## src/hw/rtl/lbia_pkg.sv

```systemverilog
// Package for the linear bound interval accumulator.
// Holds channel payload types, relation codes, limit constants and control types.
// Depends on nothing; lbia_if, lbia_front, lbia_back and the top level use it by scoped names.
`timescale 1ns / 1ps
`default_nettype none

package lbia_pkg;

  typedef enum logic [1:0] {
    REL_LE = 2'd0,
    REL_LT = 2'd1,
    REL_GE = 2'd2,
    REL_GT = 2'd3
  } rel_t;

  localparam logic [1:0] OFS_ADD = 2'd1;
  localparam logic [1:0] OFS_SUB = 2'd2;

  localparam logic [1:0] TRUTH_FALSE = 2'd0;
  localparam logic [1:0] TRUTH_TRUE  = 2'd1;

  localparam logic signed [31:0] BOUND_MIN = 32'sh8000_0000;
  localparam logic signed [31:0] BOUND_MAX = 32'sh7FFF_FFFF;

  typedef struct packed {
    logic               first_constraint;
    logic [1:0]         atom_truth;
    logic signed [15:0] coefficient;
    logic [1:0]         offset_mode;
    logic signed [15:0] inner_offset;
    logic [1:0]         relation;
    logic signed [15:0] bound_constant;
  } item_t;

  typedef struct packed {
    logic signed [31:0] lower_bound;
    logic signed [31:0] upper_bound;
    logic               consistent;
    logic               zero_coefficient;
  } result_t;

  // Classification of one item, passed from the front end to the back end.
  typedef struct packed {
    logic restart;
    logic apply;
    logic zero;
    logic upper;
  } ctrl_t;

  typedef enum logic [2:0] {
    BK_IDLE,
    BK_DIV,
    BK_FIX,
    BK_CLIP,
    BK_POST
  } back_state_t;

  // Logical negation of a relation: not (x <= b) is x > b, and so on.
  function automatic rel_t negate_rel(input rel_t r);
    rel_t res;
    unique case (r)
      REL_LE:  res = REL_GT;
      REL_LT:  res = REL_GE;
      REL_GE:  res = REL_LT;
      default: res = REL_LE;
    endcase
    return res;
  endfunction

  // Direction swap when both sides are multiplied by -1.
  function automatic rel_t mirror_rel(input rel_t r);
    rel_t res;
    unique case (r)
      REL_LE:  res = REL_GE;
      REL_LT:  res = REL_GT;
      REL_GE:  res = REL_LE;
      default: res = REL_LT;
    endcase
    return res;
  endfunction

endpackage

`default_nettype wire

```

## src/hw/rtl/lbia_if.sv

```systemverilog
// Valid/ready channel interfaces of the linear bound interval accumulator.
// Depends on lbia_pkg for the item and result payload types.
`timescale 1ns / 1ps
`default_nettype none

interface lbia_item_if;
  logic                valid;
  logic                ready;
  lbia_pkg::item_t     data;

  modport source (output valid, output data, input ready);
  modport sink   (input valid, input data, output ready);
endinterface

interface lbia_result_if;
  logic                valid;
  logic                ready;
  lbia_pkg::result_t   data;

  modport source (output valid, output data, input ready);
  modport sink   (input valid, input data, output ready);
endinterface

`default_nettype wire

```

## src/hw/rtl/lbia_front.sv

```systemverilog
// Front end: takes constraint items and reduces each to a division job.
// Depends on lbia_pkg and lbia_if.
`timescale 1ns / 1ps
`default_nettype none

module lbia_front #(
  parameter int OPERAND_WIDTH = 16
) (
  lbia_item_if.sink                         items,
  output logic                              push_valid,
  input  logic                              push_ready,
  output lbia_pkg::ctrl_t                   push_ctrl,
  output logic signed [OPERAND_WIDTH+2:0]   push_num,
  output logic        [OPERAND_WIDTH-1:0]   push_div
);

  localparam int NUM_WIDTH = OPERAND_WIDTH + 3;

  logic signed [OPERAND_WIDTH-1:0] coef;
  logic signed [OPERAND_WIDTH-1:0] ofs;
  logic signed [OPERAND_WIDTH-1:0] rhs_const;
  logic signed [NUM_WIDTH-1:0]     rhs;
  logic signed [NUM_WIDTH-1:0]     rhs_dir;
  lbia_pkg::rel_t                  rel_in;
  lbia_pkg::rel_t                  rel_pol;
  lbia_pkg::rel_t                  rel_dir;
  logic                            neg;
  logic                            defined;

  assign push_valid  = items.valid;
  assign items.ready = push_ready;

  always_comb begin
    // Operands wrap to the operand width, two's complement.
    coef      = OPERAND_WIDTH'(items.data.coefficient);
    ofs       = OPERAND_WIDTH'(items.data.inner_offset);
    rhs_const = OPERAND_WIDTH'(items.data.bound_constant);

    // Move the inner offset to the right-hand side.
    case (items.data.offset_mode)
      lbia_pkg::OFS_ADD: rhs = NUM_WIDTH'(rhs_const) - NUM_WIDTH'(ofs);
      lbia_pkg::OFS_SUB: rhs = NUM_WIDTH'(rhs_const) + NUM_WIDTH'(ofs);
      default:           rhs = NUM_WIDTH'(rhs_const);
    endcase

    rel_in  = lbia_pkg::rel_t'(items.data.relation);
    rel_pol = (items.data.atom_truth == lbia_pkg::TRUTH_FALSE) ?
              lbia_pkg::negate_rel(rel_in) : rel_in;

    // A negative coefficient flips both sides and the relation.
    neg     = coef[OPERAND_WIDTH-1];
    rel_dir = neg ? lbia_pkg::mirror_rel(rel_pol) : rel_pol;
    rhs_dir = neg ? -rhs : rhs;
    push_div = neg ? $unsigned(-coef) : $unsigned(coef);

    // Strict relations become inclusive on the integers.
    case (rel_dir)
      lbia_pkg::REL_LT: push_num = rhs_dir - NUM_WIDTH'(1);
      lbia_pkg::REL_GT: push_num = rhs_dir + NUM_WIDTH'(1);
      default:          push_num = rhs_dir;
    endcase

    defined = (items.data.atom_truth == lbia_pkg::TRUTH_FALSE) ||
              (items.data.atom_truth == lbia_pkg::TRUTH_TRUE);

    push_ctrl.restart = items.data.first_constraint;
    push_ctrl.zero    = (coef == '0);
    push_ctrl.apply   = defined && (coef != '0);
    push_ctrl.upper   = (rel_dir == lbia_pkg::REL_LE) || (rel_dir == lbia_pkg::REL_LT);
  end

endmodule

`default_nettype wire

```

## src/hw/rtl/lbia_queue.sv

```systemverilog
// Small register queue that decouples the front end from the back end.
// Depends on nothing but its parameters.
`timescale 1ns / 1ps
`default_nettype none

module lbia_queue #(
  parameter int WIDTH = 8,
  parameter int DEPTH = 2
) (
  input  logic             clk,
  input  logic             rst,
  input  logic             push_valid,
  output logic             push_ready,
  input  logic [WIDTH-1:0] push_data,
  output logic             pop_valid,
  input  logic             pop_ready,
  output logic [WIDTH-1:0] pop_data
);

  localparam int PTR_W = (DEPTH > 1) ? $clog2(DEPTH) : 1;
  localparam int CNT_W = $clog2(DEPTH + 1);

  logic [WIDTH-1:0] slots [DEPTH];
  logic [PTR_W-1:0] wr_ptr;
  logic [PTR_W-1:0] rd_ptr;
  logic [CNT_W-1:0] count;
  logic             do_push;
  logic             do_pop;

  assign push_ready = (count != CNT_W'(DEPTH));
  assign pop_valid  = (count != '0);
  assign pop_data   = slots[rd_ptr];
  assign do_push    = push_valid && push_ready;
  assign do_pop     = pop_valid && pop_ready;

  always_ff @(posedge clk) begin
    if (rst) begin
      wr_ptr <= '0;
      rd_ptr <= '0;
      count  <= '0;
    end else begin
      if (do_push) begin
        wr_ptr <= (wr_ptr == PTR_W'(DEPTH - 1)) ? '0 : wr_ptr + 1'b1;
      end
      if (do_pop) begin
        rd_ptr <= (rd_ptr == PTR_W'(DEPTH - 1)) ? '0 : rd_ptr + 1'b1;
      end
      if (do_push && !do_pop) begin
        count <= count + 1'b1;
      end else if (do_pop && !do_push) begin
        count <= count - 1'b1;
      end
    end
  end

  always_ff @(posedge clk) begin
    if (do_push) begin
      slots[wr_ptr] <= push_data;
    end
  end

  a_count_range: assert property (@(posedge clk) disable iff (rst)
    count <= CNT_W'(DEPTH))
    else $error("queue occupancy beyond its depth");

endmodule

`default_nettype wire

```

## src/hw/rtl/lbia_back.sv

```systemverilog
// Back end: iterative floor/ceil divider, limit update and result register.
// Depends on lbia_pkg and lbia_if.
`timescale 1ns / 1ps
`default_nettype none

module lbia_back #(
  parameter int OPERAND_WIDTH = 16
) (
  input  logic                              clk,
  input  logic                              rst,
  input  logic                              pop_valid,
  output logic                              pop_ready,
  input  lbia_pkg::ctrl_t                   pop_ctrl,
  input  logic signed [OPERAND_WIDTH+2:0]   pop_num,
  input  logic        [OPERAND_WIDTH-1:0]   pop_div,
  lbia_result_if.source                     bounds
);

  localparam int NUM_WIDTH = OPERAND_WIDTH + 3;
  localparam int QS_WIDTH  = NUM_WIDTH + 1;
  localparam int CMP_WIDTH = (QS_WIDTH > 33) ? QS_WIDTH : 33;
  localparam int CNT_W     = $clog2(NUM_WIDTH + 1);

  lbia_pkg::back_state_t           state;
  lbia_pkg::back_state_t           state_next;
  lbia_pkg::ctrl_t                 ctrl;
  logic        [NUM_WIDTH-1:0]     dvd;
  logic                            negative;
  logic        [OPERAND_WIDTH-1:0] divisor;
  logic        [OPERAND_WIDTH:0]   rem;
  logic        [CNT_W-1:0]         cnt;
  logic signed [QS_WIDTH-1:0]      qsig;
  logic signed [31:0]              lim;
  logic signed [31:0]              low_limit;
  logic signed [31:0]              high_limit;
  logic                            out_valid;
  lbia_pkg::result_t               out_data;

  logic                            take;
  logic                            out_free;
  logic        [OPERAND_WIDTH:0]   rem_sh;
  logic        [OPERAND_WIDTH+1:0] diff;
  logic        [NUM_WIDTH-1:0]     num_mag;
  logic signed [QS_WIDTH-1:0]      q_base;
  logic signed [CMP_WIDTH-1:0]     q_ext;
  logic signed [31:0]              low_next;
  logic signed [31:0]              high_next;

  assign bounds.valid = out_valid;
  assign bounds.data  = out_data;
  assign out_free     = !out_valid || bounds.ready;

  always_ff @(posedge clk) begin
    if (rst) begin
      state <= lbia_pkg::BK_IDLE;
    end else begin
      state <= state_next;
    end
  end

  always_comb begin
    state_next = state;
    pop_ready  = 1'b0;
    unique case (state)
      lbia_pkg::BK_IDLE: begin
        pop_ready = 1'b1;
        if (pop_valid) begin
          state_next = pop_ctrl.apply ? lbia_pkg::BK_DIV : lbia_pkg::BK_POST;
        end
      end
      lbia_pkg::BK_DIV: begin
        if (cnt == CNT_W'(1)) begin
          state_next = lbia_pkg::BK_FIX;
        end
      end
      lbia_pkg::BK_FIX:  state_next = lbia_pkg::BK_CLIP;
      lbia_pkg::BK_CLIP: state_next = lbia_pkg::BK_POST;
      lbia_pkg::BK_POST: begin
        if (out_free) begin
          state_next = lbia_pkg::BK_IDLE;
        end
      end
      default: state_next = lbia_pkg::BK_IDLE;
    endcase
  end

  // Datapath arithmetic.
  always_comb begin
    num_mag = pop_num[NUM_WIDTH-1] ? $unsigned(-pop_num) : $unsigned(pop_num);

    // One restoring step per cycle.
    rem_sh = {rem[OPERAND_WIDTH-1:0], dvd[NUM_WIDTH-1]};
    diff   = {1'b0, rem_sh} - {2'b00, divisor};

    // Truncated quotient with its sign, before rounding toward the kept bound.
    q_base = negative ? -$signed({1'b0, dvd}) : $signed({1'b0, dvd});

    q_ext = CMP_WIDTH'(qsig);

    low_next  = ctrl.restart ? lbia_pkg::BOUND_MIN : low_limit;
    high_next = ctrl.restart ? lbia_pkg::BOUND_MAX : high_limit;
    if (ctrl.apply) begin
      if (ctrl.upper) begin
        if (lim < high_next) begin
          high_next = lim;
        end
      end else begin
        if (lim > low_next) begin
          low_next = lim;
        end
      end
    end
  end

  assign take = pop_valid && pop_ready;

  always_ff @(posedge clk) begin
    case (state)
      lbia_pkg::BK_IDLE: begin
        if (take) begin
          ctrl     <= pop_ctrl;
          dvd      <= num_mag;
          negative <= pop_num[NUM_WIDTH-1];
          divisor  <= pop_div;
          rem      <= '0;
          cnt      <= CNT_W'(NUM_WIDTH);
        end
      end
      lbia_pkg::BK_DIV: begin
        if (!diff[OPERAND_WIDTH+1]) begin
          rem <= diff[OPERAND_WIDTH:0];
        end else begin
          rem <= rem_sh;
        end
        dvd <= {dvd[NUM_WIDTH-2:0], !diff[OPERAND_WIDTH+1]};
        cnt <= cnt - 1'b1;
      end
      lbia_pkg::BK_FIX: begin
        // Floor for an upper bound, ceiling for a lower bound.
        if (ctrl.upper) begin
          qsig <= q_base - QS_WIDTH'(negative && (rem != '0));
        end else begin
          qsig <= q_base + QS_WIDTH'(!negative && (rem != '0));
        end
      end
      lbia_pkg::BK_CLIP: begin
        if (q_ext < CMP_WIDTH'(lbia_pkg::BOUND_MIN)) begin
          lim <= lbia_pkg::BOUND_MIN;
        end else if (q_ext > CMP_WIDTH'(lbia_pkg::BOUND_MAX)) begin
          lim <= lbia_pkg::BOUND_MAX;
        end else begin
          lim <= 32'(q_ext);
        end
      end
      default: begin
      end
    endcase
  end

  always_ff @(posedge clk) begin
    if (rst) begin
      low_limit  <= lbia_pkg::BOUND_MIN;
      high_limit <= lbia_pkg::BOUND_MAX;
      out_valid  <= 1'b0;
    end else begin
      if (state == lbia_pkg::BK_POST && out_free) begin
        low_limit  <= low_next;
        high_limit <= high_next;
        out_valid  <= 1'b1;
      end else if (bounds.ready) begin
        out_valid  <= 1'b0;
      end
    end
  end

  always_ff @(posedge clk) begin
    if (state == lbia_pkg::BK_POST && out_free) begin
      out_data.lower_bound      <= low_next;
      out_data.upper_bound      <= high_next;
      out_data.consistent       <= (low_next <= high_next);
      out_data.zero_coefficient <= ctrl.zero;
    end
  end

  a_rem_below_div: assert property (@(posedge clk) disable iff (rst)
    state == lbia_pkg::BK_DIV |-> rem < {1'b0, divisor})
    else $error("divider remainder not below divisor");

  a_limits_hold: assert property (@(posedge clk) disable iff (rst)
    state != lbia_pkg::BK_POST |=> $stable(low_limit) && $stable(high_limit))
    else $error("limits changed outside the update step");

  a_consistent_flag: assert property (@(posedge clk) disable iff (rst)
    out_valid |-> out_data.consistent == (out_data.lower_bound <= out_data.upper_bound))
    else $error("consistent flag disagrees with reported bounds");

  a_pop_starts_job: assert property (@(posedge clk) disable iff (rst)
    take |=> (state == lbia_pkg::BK_DIV) || (state == lbia_pkg::BK_POST))
    else $error("taken item did not start a job");

endmodule

`default_nettype wire

```

## src/hw/rtl/linear_bound_interval_accumulator.sv

```systemverilog
// Top level of the linear bound interval accumulator.
// Depends on lbia_pkg, lbia_if, lbia_front, lbia_queue and lbia_back.
//
// Usage: constraint items a*x (+/- k) REL b arrive on the items channel,
// each with the truth value of its guarding atom. Every item produces
// exactly one transfer on the bounds channel carrying the current lower
// and upper limit of x, whether the interval is non-empty, and whether the
// item was skipped for a zero coefficient. Both channels use valid/ready;
// a transfer happens at a rising edge with valid and ready both high.
//
// Processing: an item that needs a division runs through the restoring
// divider in the back end, which retires one quotient bit per cycle over
// OPERAND_WIDTH + 3 bits, then through rounding, clamping and update steps.
// Items that are ignored or skipped go straight to the update step. Items
// are processed one at a time; a two-entry queue lets the items channel
// keep accepting while a division runs.
//
// Reset (rst, synchronous) empties the queue, drops any pending result and
// sets the interval to unbounded. If the receiver stalls, the result stays
// in the output register, the back end holds its next result, and once the
// queue fills, items.ready falls.
`timescale 1ns / 1ps
`default_nettype none

module linear_bound_interval_accumulator #(
  parameter int OPERAND_WIDTH = 16
) (
  input  logic          clk,
  input  logic          rst,
  lbia_item_if.sink     items,
  lbia_result_if.source bounds
);

  localparam int NUM_WIDTH   = OPERAND_WIDTH + 3;
  localparam int ENTRY_WIDTH = $bits(lbia_pkg::ctrl_t) + NUM_WIDTH + OPERAND_WIDTH;
  localparam int QUEUE_DEPTH = 2;

  // Front end to queue.
  logic                            push_valid;
  logic                            push_ready;
  lbia_pkg::ctrl_t                 push_ctrl;
  logic signed [NUM_WIDTH-1:0]     push_num;
  logic        [OPERAND_WIDTH-1:0] push_div;

  // Queue to back end.
  logic                            pop_valid;
  logic                            pop_ready;
  logic        [ENTRY_WIDTH-1:0]   pop_data;
  lbia_pkg::ctrl_t                 pop_ctrl;
  logic signed [NUM_WIDTH-1:0]     pop_num;
  logic        [OPERAND_WIDTH-1:0] pop_div;

  // The front end folds offset, atom polarity, coefficient sign and
  // strictness into one numerator, a positive divisor and a bound side.
  lbia_front #(
    .OPERAND_WIDTH (OPERAND_WIDTH)
  ) u_front (
    .items      (items),
    .push_valid (push_valid),
    .push_ready (push_ready),
    .push_ctrl  (push_ctrl),
    .push_num   (push_num),
    .push_div   (push_div)
  );

  lbia_queue #(
    .WIDTH (ENTRY_WIDTH),
    .DEPTH (QUEUE_DEPTH)
  ) u_queue (
    .clk        (clk),
    .rst        (rst),
    .push_valid (push_valid),
    .push_ready (push_ready),
    .push_data  ({push_ctrl, push_num, push_div}),
    .pop_valid  (pop_valid),
    .pop_ready  (pop_ready),
    .pop_data   (pop_data)
  );

  assign {pop_ctrl, pop_num, pop_div} = pop_data;

  // The back end divides, rounds toward the kept bound, clamps to 32 bits,
  // applies any restart and tightens the limits in item order.
  lbia_back #(
    .OPERAND_WIDTH (OPERAND_WIDTH)
  ) u_back (
    .clk       (clk),
    .rst       (rst),
    .pop_valid (pop_valid),
    .pop_ready (pop_ready),
    .pop_ctrl  (pop_ctrl),
    .pop_num   (pop_num),
    .pop_div   (pop_div),
    .bounds    (bounds)
  );

endmodule

`default_nettype wire
```

## src/flat_wrapper.sv

```systemverilog
// flat-port wrapper written by rule: the top's interface ports become plain ports
module linear_bound_interval_accumulator_flat 
#(
  parameter int OPERAND_WIDTH = 16
)
  (clk, rst, items_valid, items_data, items_ready, bounds_valid, bounds_data, bounds_ready);
  lbia_item_if items_i ();
  lbia_result_if bounds_i ();
  input  logic clk;
  input  logic rst;
  input wire logic [$bits(items_i.valid)-1:0] items_valid;
  input wire logic [$bits(items_i.data)-1:0] items_data;
  output wire logic [$bits(items_i.ready)-1:0] items_ready;
  output wire logic [$bits(bounds_i.valid)-1:0] bounds_valid;
  output wire logic [$bits(bounds_i.data)-1:0] bounds_data;
  input wire logic [$bits(bounds_i.ready)-1:0] bounds_ready;
  assign items_i.valid = items_valid;
  assign items_i.data = items_data;
  assign items_ready = items_i.ready;
  assign bounds_valid = bounds_i.valid;
  assign bounds_data = bounds_i.data;
  assign bounds_i.ready = bounds_ready;
  linear_bound_interval_accumulator #(.OPERAND_WIDTH(OPERAND_WIDTH)) u_core (.clk(clk), .rst(rst), .items(items_i), .bounds(bounds_i));
endmodule
```

## config.mk

```make
export PLATFORM = sky130hd
export DESIGN_NAME = linear_bound_interval_accumulator_flat
export DESIGN_NICKNAME = d
export VERILOG_FILES = /design/src/hw/rtl/lbia_pkg.sv /design/src/hw/rtl/lbia_if.sv /design/src/hw/rtl/lbia_front.sv /design/src/hw/rtl/lbia_queue.sv /design/src/hw/rtl/lbia_back.sv /design/src/hw/rtl/linear_bound_interval_accumulator.sv /design/src/flat_wrapper.sv
export SDC_FILE = /design/constraint.sdc
export NUM_CORES = 1
export LEC_CHECK = 0
export ABC_AREA = 1
export BUFFER_PORTS_ARGS = -buffer_cell sky130_fd_sc_hd__buf_2
export CAP_MARGIN = 20
export CORE_MARGIN = 8
export CORE_UTILIZATION = 42
export DETAILED_ROUTE_END_ITERATION = 8
export GPL_TIMING_DRIVEN = 0
export SLEW_MARGIN = 20
export SYNTH_ARGS = -nofsm -noshare
export SYNTH_HDL_FRONTEND = slang
export SYNTH_HIERARCHICAL = 1
export SYNTH_SLANG_ARGS = --single-unit
export TNS_END_PERCENT = 10
```

## constraint.sdc

```tcl
create_clock -name clk -period 6 [get_ports clk]
set_input_delay 1.8 -clock clk [delete_from_list [all_inputs] [get_ports clk]]
set_output_delay 1.8 -clock clk [all_outputs]
set_load 0.01 [all_outputs]
```

==> results of run 1 <==
==> logic make-up (layout without fill, tap and decap cells) <==
group | Yosys count | after routing | share of synthesized area (%)
flops | 320 | 320 | 42.7
xor+xnor | 109 | 109 | 4.63
mux | 40 | 40 | 2.35
compound gates | 418 | 418 | 10.8
fa+ha+maj | 176 | 176 | 10.7
simple gates | 1002 | 1002 | 20.6
buf+inv | 418 | 641 | 8.19
==> worst max-delay path, delay by kind of cell <==
family / cells / cell delay [ns]
AOI/OAI and AO/OA: 3 / 0.55
adders and majority gates: 3 / 0.83
muxes: 1 / 0.33
and+or+nand+nor: 16 / 1.82
buffers and inverters: 9 / 0.73
xor gates and xnor gates: 1 / 0.10
==> path summary, 6_finish.rpt <==
kind	cells past startpoint	startpoint	end
setup / recovery	33	items_data[19]	u_core/u_queue/slots[0][34]
hold / removal	0	u_core/u_back/qsig[9]	u_core/u_back/lim[9]
setup reg to reg	25	u_core/u_back/ctrl[3]	u_core/u_back/bounds.data[1]
hold reg to reg	0	u_core/u_back/qsig[9]	u_core/u_back/lim[9]
==> layout by cell type, fill, tap and decap left out, drive strengths merged, types with 3 or more instances in the layout <==
cell / count
a21oi: 201
o21a: 6
o21bai: 4
a21boi: 4
buf: 195
inv: 341
a31oi: 12
xnor2: 33
or2: 8
nor4: 13
nor3: 26
fa: 4
clkinv: 19
dfxtp: 73
ha: 172
o211ai: 5
clkbuf: 82
nand4: 69
edfxtp: 247
xor2: 76
nand3: 111
nand2: 577
o31ai: 9
o21ai: 159
mux2: 40
o22ai: 3
nor2: 188
and2: 6
a21o: 7
==> per-stage QoR <==
stage | util [%] | instances | total power, mW | hold WS, ns | setup TNS, ns
global route | 50.2 | 3370 | 13.0 | 0.408 | -0.505
detailed placement | 45.9 | 3276 | 9.63 | 0.405 | -11.42
floorplan | - | 2483 | 8.11 | 0.400 | 0
finish | 50.2 | 3370 | 12.0 | 0.401 | 0
global placement | 45.5 | 3270 | 9.45 | 0.401 | -27.68
CTS | 48.8 | 3349 | 11.9 | 0.404 | -0.0270
==> state kept, by name, summed over array words and instances (netlist names), named ones only <==
register / count
u_core/u_queue/wr_ptr: 1
u_core/u_queue/rd_ptr: 1
u_core/u_back/negative: 1
u_core/u_queue/slots: 78
u_core/u_back/bounds.valid: 1
u_core/u_back/ctrl: 4
u_core/u_back/divisor: 16
u_core/u_back/qsig: 20
u_core/u_back/low_limit: 32
u_core/u_back/high_limit: 32
u_core/u_queue/count: 2
u_core/u_back/lim: 21
u_core/u_back/bounds.data: 66
u_core/u_back/cnt: 5
u_core/u_back/state: 3
u_core/u_back/rem: 17
u_core/u_back/dvd: 19
==> layout make-up <==
| class | count | area share (%) |
|---|---|---|
| Clock buffer | 46 | 4.04 |
| Clock inverter | 21 | 0.699 |
| Inverter | 343 | 5.31 |
| Sequential cell | 320 | 36.2 |
| Timing Repair Buffer | 156 | 3.92 |
| Tap cell | 664 | 3.39 |
| Buffer | 75 | 1.74 |
| Multi-Input combinational cell | 1745 | 44.7 |
==> repair_timing <==
| action | in CTS | in global routing |
|---|---|---|
| resized for setup | 49 | 142 |
| pin swaps | 14 | 62 |
| setup buffers | 6 | 21 |
| setup endpoints to repair | 8 | 18 |
==> routing by layer <==
metal,global-route usage [%],part of all wire (%)
met1,20.6,42
met5,0,0
met2,32.1,50
met3,2.53,4.0
met4,7.70,3.7
==> power groups by stage <==
stage / combinational, mW / clock, mW / sequential [mW]
2_1_floorplan: 4.36 / 0 / 3.74
3_3_place_gp: 5.66 / 0 / 3.79
3_5_place_dp: 5.88 / 0 / 3.74
4_1_cts: 5.97 / 2.24 / 3.70
5_1_grt: 6.89 / 2.31 / 3.77
6_report: 6.11 / 2.17 / 3.70
==> results.md, run 1 <==
* Status: finished clean
* Clock power frac at 18.1%
* Gpl congestion at roughly 0.9
* Die width at approximately 240 um
* Root Buffer: clkbuf_16
* Initial antenna violation count at 0
* Worst Hold Class: flip-flop to flip-flop
* Worst setup margin at 0.116 ns
* Clk_lat worst skew at about 0.55 ns
* Multi-input gate area in the final layout at 0.0110 sq mm
* Arrival time at the worst endpoint at just over 6 ns
* Final setup fails at 0
* Post-synthesis async set-or-reset flop share at 0%
* Largest stage delay, worst path at ~0.4 ns
* Number of port buffers at ~120
* Routed WL at just over 50000 um
* Total die area at about 0.057 sq mm
* Initial drt markers at 909
* Maximum vdd drop at between 0.0002 and 0.00025 V
* Drt wl/cell at 15.4 um
* Crit-path most repeated cell: inv_2
* F_max at 0.170 GHz
* Placed cell areas at 0.0224 sq mm
* Switching power at just over 5 mW
* Register area at a little under 0.009 sq mm
* DIE HEIGHT at 238 um
* CP startpoint kind: primary input
* # rows at just over 80
* TritonCTS clock tree: done
* H-tree depth at 2
* Pleak at approximately 11 nW
* Via density at approximately 5
* Io pins at ~130
* N_diodes at 0
* First-pass GRT wire length at 82900 um
* Most frequent cell after synthesis: nand2_1
* Final instance area at approximately 0.025 sq mm
* Fin nets at roughly 2900
* Share of post-route cells with drive strength above 1 at 17.1%
* Ys flop type: edfxtp_1
* Fin. Hold Viols at 0
* PwrDens at 489 mW/mm^2
* Post-CTS Hold Buffers at 0
* Crit-path slowest cell: ha_1
* Clk pin slew, worst setup/hold paths at 0.06 ns
* Syn avg cell area at around 8.4 sq um
* Yosys warnings at 6
* Area contributors post-synth: edfxtp_1, ha_1, nand2_1, dfxtp_1, inv_1
* Syn Inst Count at roughly 2500
* Initial core utilization at 42.5%
* # clock sinks at 320
* TritonRoute pass-1 iters at 5
* Pin count of the biggest net entering global routing at 52
* Fillers at 4680
* Overall routing resource usage at about 18%
* Post-synthesis sequential area ratio at 42.7%
* Yosys top cell area share at between 30 and 40%
* Core Box Area at around 0.05 sq mm
* Final Cycle Share at between 90% and 100%
* # DRC at 0
* Total congestion overflow at 0
* CP required at between 6 and 7 ns
* RSZ-0062 raised after global routing: yes
* Combinational power share at between 50% and 60%
* Number of global-route vias before repair at around 17000
* Critical path class: primary input to flip-flop
* Commonest cells post-synth: nand2_1, inv_1, edfxtp_1
* FF-to-FF setup slack at roughly 1.2 ns
* Critical Path End Type: flip-flop
* Max-cap violations at 0
* EDFF count, synth at around 250
* Sequential power share at between 30% and 40%
* ANT nets after route at 0
* Synthesized flop and latch total at 320
* Crit Path Max Fanout at 4
* Clock tree buffer depth at 3
* CTS Buf Count at 38
* Worst clock skew at between 0.03 and 0.04 ns
* Synthesized cell area at between 0.02 and 0.025 sq mm
* Synth area leader: edfxtp_1
* Slew HR at 33.1%
* Synth Net Count at between 2000 and 3000
* DP Worst Slack at -1.06 ns
* P_int at roughly 6.9 mW
* Hpwl dp at 40100 um
* Via count at 17200
* Worst-margin pin slew at 1.00 ns
* Synth cell types at 56
* Area Growth Syn to Fin at 17.9%
* Sw Ratio at 42.0%
* Slew Viols, Final at 0
* Crit path time final at slightly below 6 ns
Note: power is estimated with default switching activity, not from simulation.
==> run 2: changes to the inputs <==
CORE_UTILIZATION = 30   (was 42)
==> run 2 against run 1 <==
Net effect:
- fmax is 1.2% higher
- non-clock buffer count down 13
- critical path depth decreased by 2
- hold slack worse by 0.0073 ns
- flip-flop and latch count stayed put
- clock-buffer cell count increased by 2
- register-to-register slack improved by 0.04 ns
- clock power is 3% higher
- global-route usage is 5.6 points lower
- final area is 0.27% higher
- first-iteration DRC count is 14% lower
- utilization decreased by 14 points
- critical path type unchanged
- largest cell class unchanged
==> results.md, run 2 (synthesis gave the netlist of run 1 again) <==
* Status: finished clean
* Final setup fails at 0 (unchanged)
* Hold Path Origin: u_core/u_back/qsig[16]
* Drt wl/cell at 13.5 um (-12%)
* Core Box Area at 0.0686 sq mm (+40%)
* Number of global-route vias before repair at 15900 (-5.9%)
* Max reg flops at 78 (unchanged)
* Worst-margin pin slew at 1.03 ns (+0.0267 ns)
* F_max at 0.172 GHz (+1.2%)
* Hpwl dp at 38400 um (-4.1%)
* DIE HEIGHT at 279 um (+17%)
* Clk pin slew, worst setup/hold paths at 0.06 ns (about the same)
* # rows at 96 (+19%)
* Hold depth at 0 (unchanged)
* Fillers at 7092 (+52%)
* Commonest non-fill, non-tap cell in the layout: nand2_1
* Share of post-route cells with drive strength above 1 at 15.2% (-2.0 points)
* Fin nets at 2899 (-0.51%)
* Initial antenna violation count at 4 (+4)
* TritonRoute pass-1 iters at 5 (unchanged)
* R2R depth at 25 (unchanged)
* Area Growth Syn to Fin at 18.3%
* Maximum vdd drop at 0.000229 V (-4.0%)
* Die width at 279 um (+17%)
* # clock sinks at 320 (unchanged)
* Gpl congestion at 0.835 (-5.4%)
* Placed cell areas at 0.0228 sq mm (+1.6%)
* CTS Buf Count at 36 (-5.3%)
* Initial core utilization at 30.3% (-12 points)
* WL met2 at 23800 um (-8.6%)
* Worst clock skew at 0.0345 ns (+0.00125 ns)
* Multi-input gate area in the final layout at 0.0107 sq mm (-2.0%)
* Worst R2R End: u_core/u_back/bounds.data[1]
* Register name with the most flops: u_core/u_queue/slots
* Clk_lat worst skew at 0.55 ns (about the same)
* Io pins at 127 (unchanged)
* Worst path top cell family by delay: simple AND/OR/NAND/NOR gates
* TritonCTS clock tree: done
* Worst setup margin at 0.183 ns (+0.0672 ns)
* H-tree depth at 2 (unchanged)
* Slew HR at 31.4% (-1.7 points)
* Arrival time at the worst endpoint at 6.13 ns (-0.06 ns)
* Final Cycle Share at 97.0% (-1.1 points)
* DP Worst Slack at -0.996 ns (+0.0654 ns)
* Total die area at 0.0779 sq mm (+37%)
* ANT nets after route at 0 (unchanged)
* Hold endpoint: u_core/u_back/lim[16]
* Critical path class: primary input to flip-flop
* First-pass GRT wire length at 78500 um (-5.3%)
* # DRC at 0 (unchanged)
* Uppermost layer routed: met5
* Via count at 16600 (-3.5%)
* Via density at 4.59 (-10%)
* Final core utilization at 35.8% (-14 points)
* Fin Setup TNS at 0 ns (unchanged)
* Initial drt markers at 785 (-14%)
* FF-to-FF setup slack at 1.22 ns (+0.04 ns)
* CP startpoint kind: primary input
* Buf/Inv on CP at 5 (-4)
* Number of port buffers at 123 (unchanged)
* Met3 WL at 2070 um (+0.14%)
* Critical Path End Type: flip-flop
* Pleak at 10.6 nW (-0.81%)
* CP required at 6.31 ns (about the same)
* Clock tree buffer depth at 3 (unchanged)
* Max-cap violations at 0 (unchanged)
* Pin count of the biggest net entering global routing at 46 (-12%)
* Commonest cells after routing, fill and taps aside: nand2_1, inv_1, edfxtp_1, a21oi_1, ha_1
* Crit-path slowest cell: ha_1
* Register area at 0.00888 sq mm (unchanged)
* Worst Hold Class: flip-flop to flip-flop
* Worst Setup SP: items_data[18]
* PwrDens at 484 mW/mm^2 (-0.99%)
* Routed WL at 49000 um (-5.7%)
* Total congestion overflow at 0 (unchanged)
* Fin. Hold Viols at 0 (unchanged)
* Worst R2R Start: u_core/u_back/ctrl[3]
* Crit path time final at 5.82 ns (-0.0672 ns)
* Crit Path Max Fanout at 3 (-1)
* Slew Viols, Final at 0 (unchanged)
* WL met1 at 21600 um (-0.98%)
* Largest stage delay, worst path at 0.35 ns (-0.05 ns)
* RSZ-0062 raised after global routing: yes
* Final instance area at 0.0246 sq mm (+0.27%)
* Overall routing resource usage at 12.1% (-5.6 points)
* Root Buffer: clkbuf_16
-- run 2: changes by cell type in the layout (fill, tap and decap cells not counted), moves of 4 or more --
cell | previous run | this run
nand3_1 | 87 | 92
a21oi_2 | 13 | 9
inv_1 | 323 | 328
nand2_2 | 33 | 25
nand2_1 | 532 | 545
ha_1 | 156 | 163
ha_4 | 10 | 5
nand3_2 | 22 | 17
nor2_1 | 158 | 162
nand2_4 | 12 | 7
buf_4 | 40 | 27
-- run 2: routing by layer --
metal | vias to the layer above | GRT usage, %
li1 | 8738 | -
met3 | 93 | 2.12
met4 | 6 | 4.09
met1 | 7493 | 14.5
met5 | - | 0
met2 | 295 | 21.8
-- run 2: cell type report --
type / instances / share of cell area (%)
well taps: 931 / 4.74
plain buffers: 75 / 1.75
clock inverters: 18 / 0.845
clock buffers: 48 / 4.06
diodes: 1 / 0.0102
flip-flops and latches: 320 / 36.1
multi-input cells: 1745 / 43.6
inverters: 343 / 5.25
repair buffers: 143 / 3.57
-- run 2: through the flow --
step	std cells	hold slack [ns]	power, mW
after CTS	3611	0.403	11.9
after floorplan	2483	0.400	8.11
final	3624	0.394	11.9
after global placement	3537	0.400	9.46
after detailed placement	3544	0.406	9.58
after global routing	3623	0.404	13.0
-- run 2: worst max path at each step --
stage / slack, ns / depth (start not counted) / end
floorplan: 0.0003 / 31 / u_core/u_queue/slots[0][34]
detailed placement: -1.0 / 34 / u_core/u_queue/slots[1][34]
CTS: 0.006 / 33 / u_core/u_queue/slots[1][34]
global placement: -0.99 / 34 / u_core/u_queue/slots[0][34]
finish: 0.18 / 31 / u_core/u_queue/slots[1][34]
global route: -0.09 / 31 / u_core/u_queue/slots[1][34]
-- run 2: repair_timing --
action / 4_1_cts / 5_1_grt
hold buffers: 0 / 0
endpoints found under the setup margin: 6 / 16
hold endpoints to repair: 0 / 0
resized for setup: 16 / 116
setup buffers: 1 / 12
pin swaps: 1 / 45
gates cloned: 0 / 0
-- run 2: power breakdown --
group / switching, mW / leakage, nW / internal, mW
combinational: 3.72 / 7.18 / 2.22
clock: 0.890 / 0.578 / 1.35
sequential: 0.294 / 2.87 / 3.41
total: 4.91 / 10.6 / 6.98
==> run 3: changes to the inputs <==
CORE_UTILIZATION = 45   (was 30)
SKIP_CTS_REPAIR_TIMING = 1   (was default)
==> run 3 against run 2 <==
Net effect:
- sequential share of layout area grew 0.86 points
- utilization grew 17 points
- first-iteration DRC count grew 18%
- sequential power is essentially flat
- final area shrank 2.3%
- clock power shrank 4%
- power grew 0.25%
- register-to-register slack lost 0.23 ns
- die area shrank 32%
- critical path type unchanged
- highest routed layer is now met4
==> results.md, run 3 (synthesis gave the netlist of run 1 again) <==
* TritonCTS clock tree: done
* Register area at 0.00888 sq mm (unchanged)
* Area Growth Syn to Fin at 15.5%
* Initial antenna violation count at 0 (-4)
* Pin count of the biggest net entering global routing at 41 (-11%)
* Final setup fails at 0 (unchanged)
* Crit-path most repeated cell: nand2_2
* Worst-margin pin slew at 1.05 ns (+0.0187 ns)
* Total power at 11.9 mW (+0.25%)
* Register name with the most flops: u_core/u_queue/slots
* Final Cycle Share at 99.1% (+2.1 points)
* Number of global-route vias before repair at 16600 (+4.4%)
* F_max at 0.168 GHz (-2.1%)
* Fillers at 4257 (-40%)
* Final instance area at 0.0240 sq mm (-2.3%)
* Pleak at 10.6 nW (-0.47%)
* CP required at 6.31 ns (about the same)
* # DRC at 0 (unchanged)
* Fin. Hold Viols at 0 (unchanged)
* Via density at 5.21 (+13%)
* Worst R2R Start: u_core/u_back/ctrl[3]
* Placed cell areas at 0.0223 sq mm (-1.9%)
* Hold endpoint: u_core/u_back/lim[16]
* N_diodes at 0 (-1)
* Commonest cells after routing, fill and taps aside: nand2_1, inv_1, edfxtp_1, a21oi_1, ha_1
* Gpl congestion at 0.890 (+6.7%)
* Worst Hold Class: flip-flop to flip-flop
* CP startpoint kind: primary input
* Multi-input gate area in the final layout at 0.0107 sq mm (-0.42%)
* Total congestion overflow at 0 (unchanged)
* Worst setup margin at 0.0567 ns (-0.126 ns)
* DIE HEIGHT at 231 um (-17%)
* Hold depth at 0 (unchanged)
* Clk pin slew, worst setup/hold paths at 0.06 ns (about the same)
* Clk_lat worst skew at 0.56 ns (about the same)
* Slew Viols, Final at 0 (unchanged)
* Routed WL at 51000 um (+4.3%)
* Max-cap violations at 0 (unchanged)
* Die width at 231 um (-17%)
* Status: finished clean
* Clock tree buffer depth at 3 (unchanged)
* Io pins at 127 (unchanged)
* Max reg flops at 78 (unchanged)
* Root Buffer: clkbuf_16
* # clock sinks at 320 (unchanged)
* # rows at 78 (-19%)
* Hpwl dp at 40400 um (+5.2%)
* R2R depth at 25 (unchanged)
* WHS at 0.402 ns (+0.00867 ns)
* DP Worst Slack at -1.01 ns (-0.0142 ns)
* Crit-path slowest cell: ha_1
* CTS Buf Count at 37 (+2.8%)
* Via count at 17100 (+3.0%)
* Initial core utilization at 45.7% (+15 points)
* Largest stage delay, worst path at 0.40 ns (+0.05 ns)
* Critical path class: primary input to flip-flop
* Worst R2R End: u_core/u_back/bounds.data[1]
* Slew HR at 30.1% (-1.2 points)
* Crit Path Max Fanout at 5 (+2)
* Overall routing resource usage at 18.5% (+6.4 points)
* Critical Path End Type: flip-flop
* Commonest non-fill, non-tap cell in the layout: nand2_1
* TritonRoute pass-1 iters at 8 (+3)
* Maximum vdd drop at 0.000249 V (+8.9%)
* Core Box Area at 0.0455 sq mm (-34%)
* Share of post-route cells with drive strength above 1 at 15.0% (-0.17 points)
* Crit path time final at 5.94 ns (+0.126 ns)
* RSZ-0062 raised after global routing: yes
* Initial drt markers at 926 (+18%)
* Hold Path Origin: u_core/u_back/qsig[16]
* Worst clock skew at 0.0326 ns (-0.00188 ns)
* Number of port buffers at 123 (unchanged)
* FF-to-FF setup slack at 0.99 ns (-0.23 ns)
* Total die area at 0.0533 sq mm (-32%)
* Drt wl/cell at 15.5 um (+15%)
* Arrival time at the worst endpoint at 6.25 ns (+0.12 ns)
* H-tree depth at 2 (unchanged)
* Final core utilization at 52.8% (+17 points)
* PwrDens at 497 mW/mm^2 (+2.6%)
* ANT nets after route at 0 (unchanged)
* Fin nets at 2896 (-0.10%)
* First-pass GRT wire length at 81700 um (+4.0%)
==> run 3: worst max-delay path: cells and delay by family <==
kind / cells / cell delay (ns)
mux: 1 / 0.31
buf+inv: 4 / 0.25
xor+xnor: 2 / 0.34
simple gates: 22 / 2.80
fa+ha+maj: 2 / 0.72
==> run 3: power by group <==
| part | internal [mW] | switching (mW) |
|---|---|---|
| Clock | 1.25 | 0.899 |
| Sequential | 3.41 | 0.304 |
| Combinational | 2.24 | 3.83 |
| Total | 6.89 | 5.03 |
==> run 3: layer usage <==
| metal | vias to the layer above | GRT usage [%] | share of wire [%] |
|---|---|---|---|
| met2 | 380 | 33.4 | 50 |
| li1 | 8711 | - | - |
| met4 | 0 | 6.14 | 2.7 |
| met3 | 84 | 2.99 | 4.7 |
| met5 | - | 0 | 0 |
| met1 | 7945 | 22.3 | 42 |
==> run 3: per-stage QoR <==
step	cells	TNS, ns
floorplan	2483	0
global placement	3206	-22.19
detailed placement	3213	-9.89
CTS	3280	-1.18
global route	3289	-0.943
finish	3289	0
==> run 3: worst max-delay path by stage <==
stage	slack, ns	cells past startpoint	to	start
final	0.06	31	u_core/u_queue/slots[1][34]	items_data[18]
after floorplan	0.0003	31	u_core/u_queue/slots[0][34]	items_data[34]
after global routing	-0.22	34	u_core/u_queue/slots[1][34]	items_data[18]
after CTS	-0.43	34	u_core/u_queue/slots[1][34]	items_data[18]
after global placement	-1.01	34	u_core/u_queue/slots[0][34]	items_data[18]
after detailed placement	-1.01	34	u_core/u_queue/slots[1][34]	items_data[18]
==> run 3: final cells by class <==
type	instances	area share [%]
Multi-Input combinational cell	1745	44.5
Sequential cell	320	37.0
Inverter	343	5.37
Clock buffer	51	4.25
Timing Repair Buffer	139	3.44
Tap cell	600	3.13
Buffer	75	1.76
Clock inverter	16	0.563
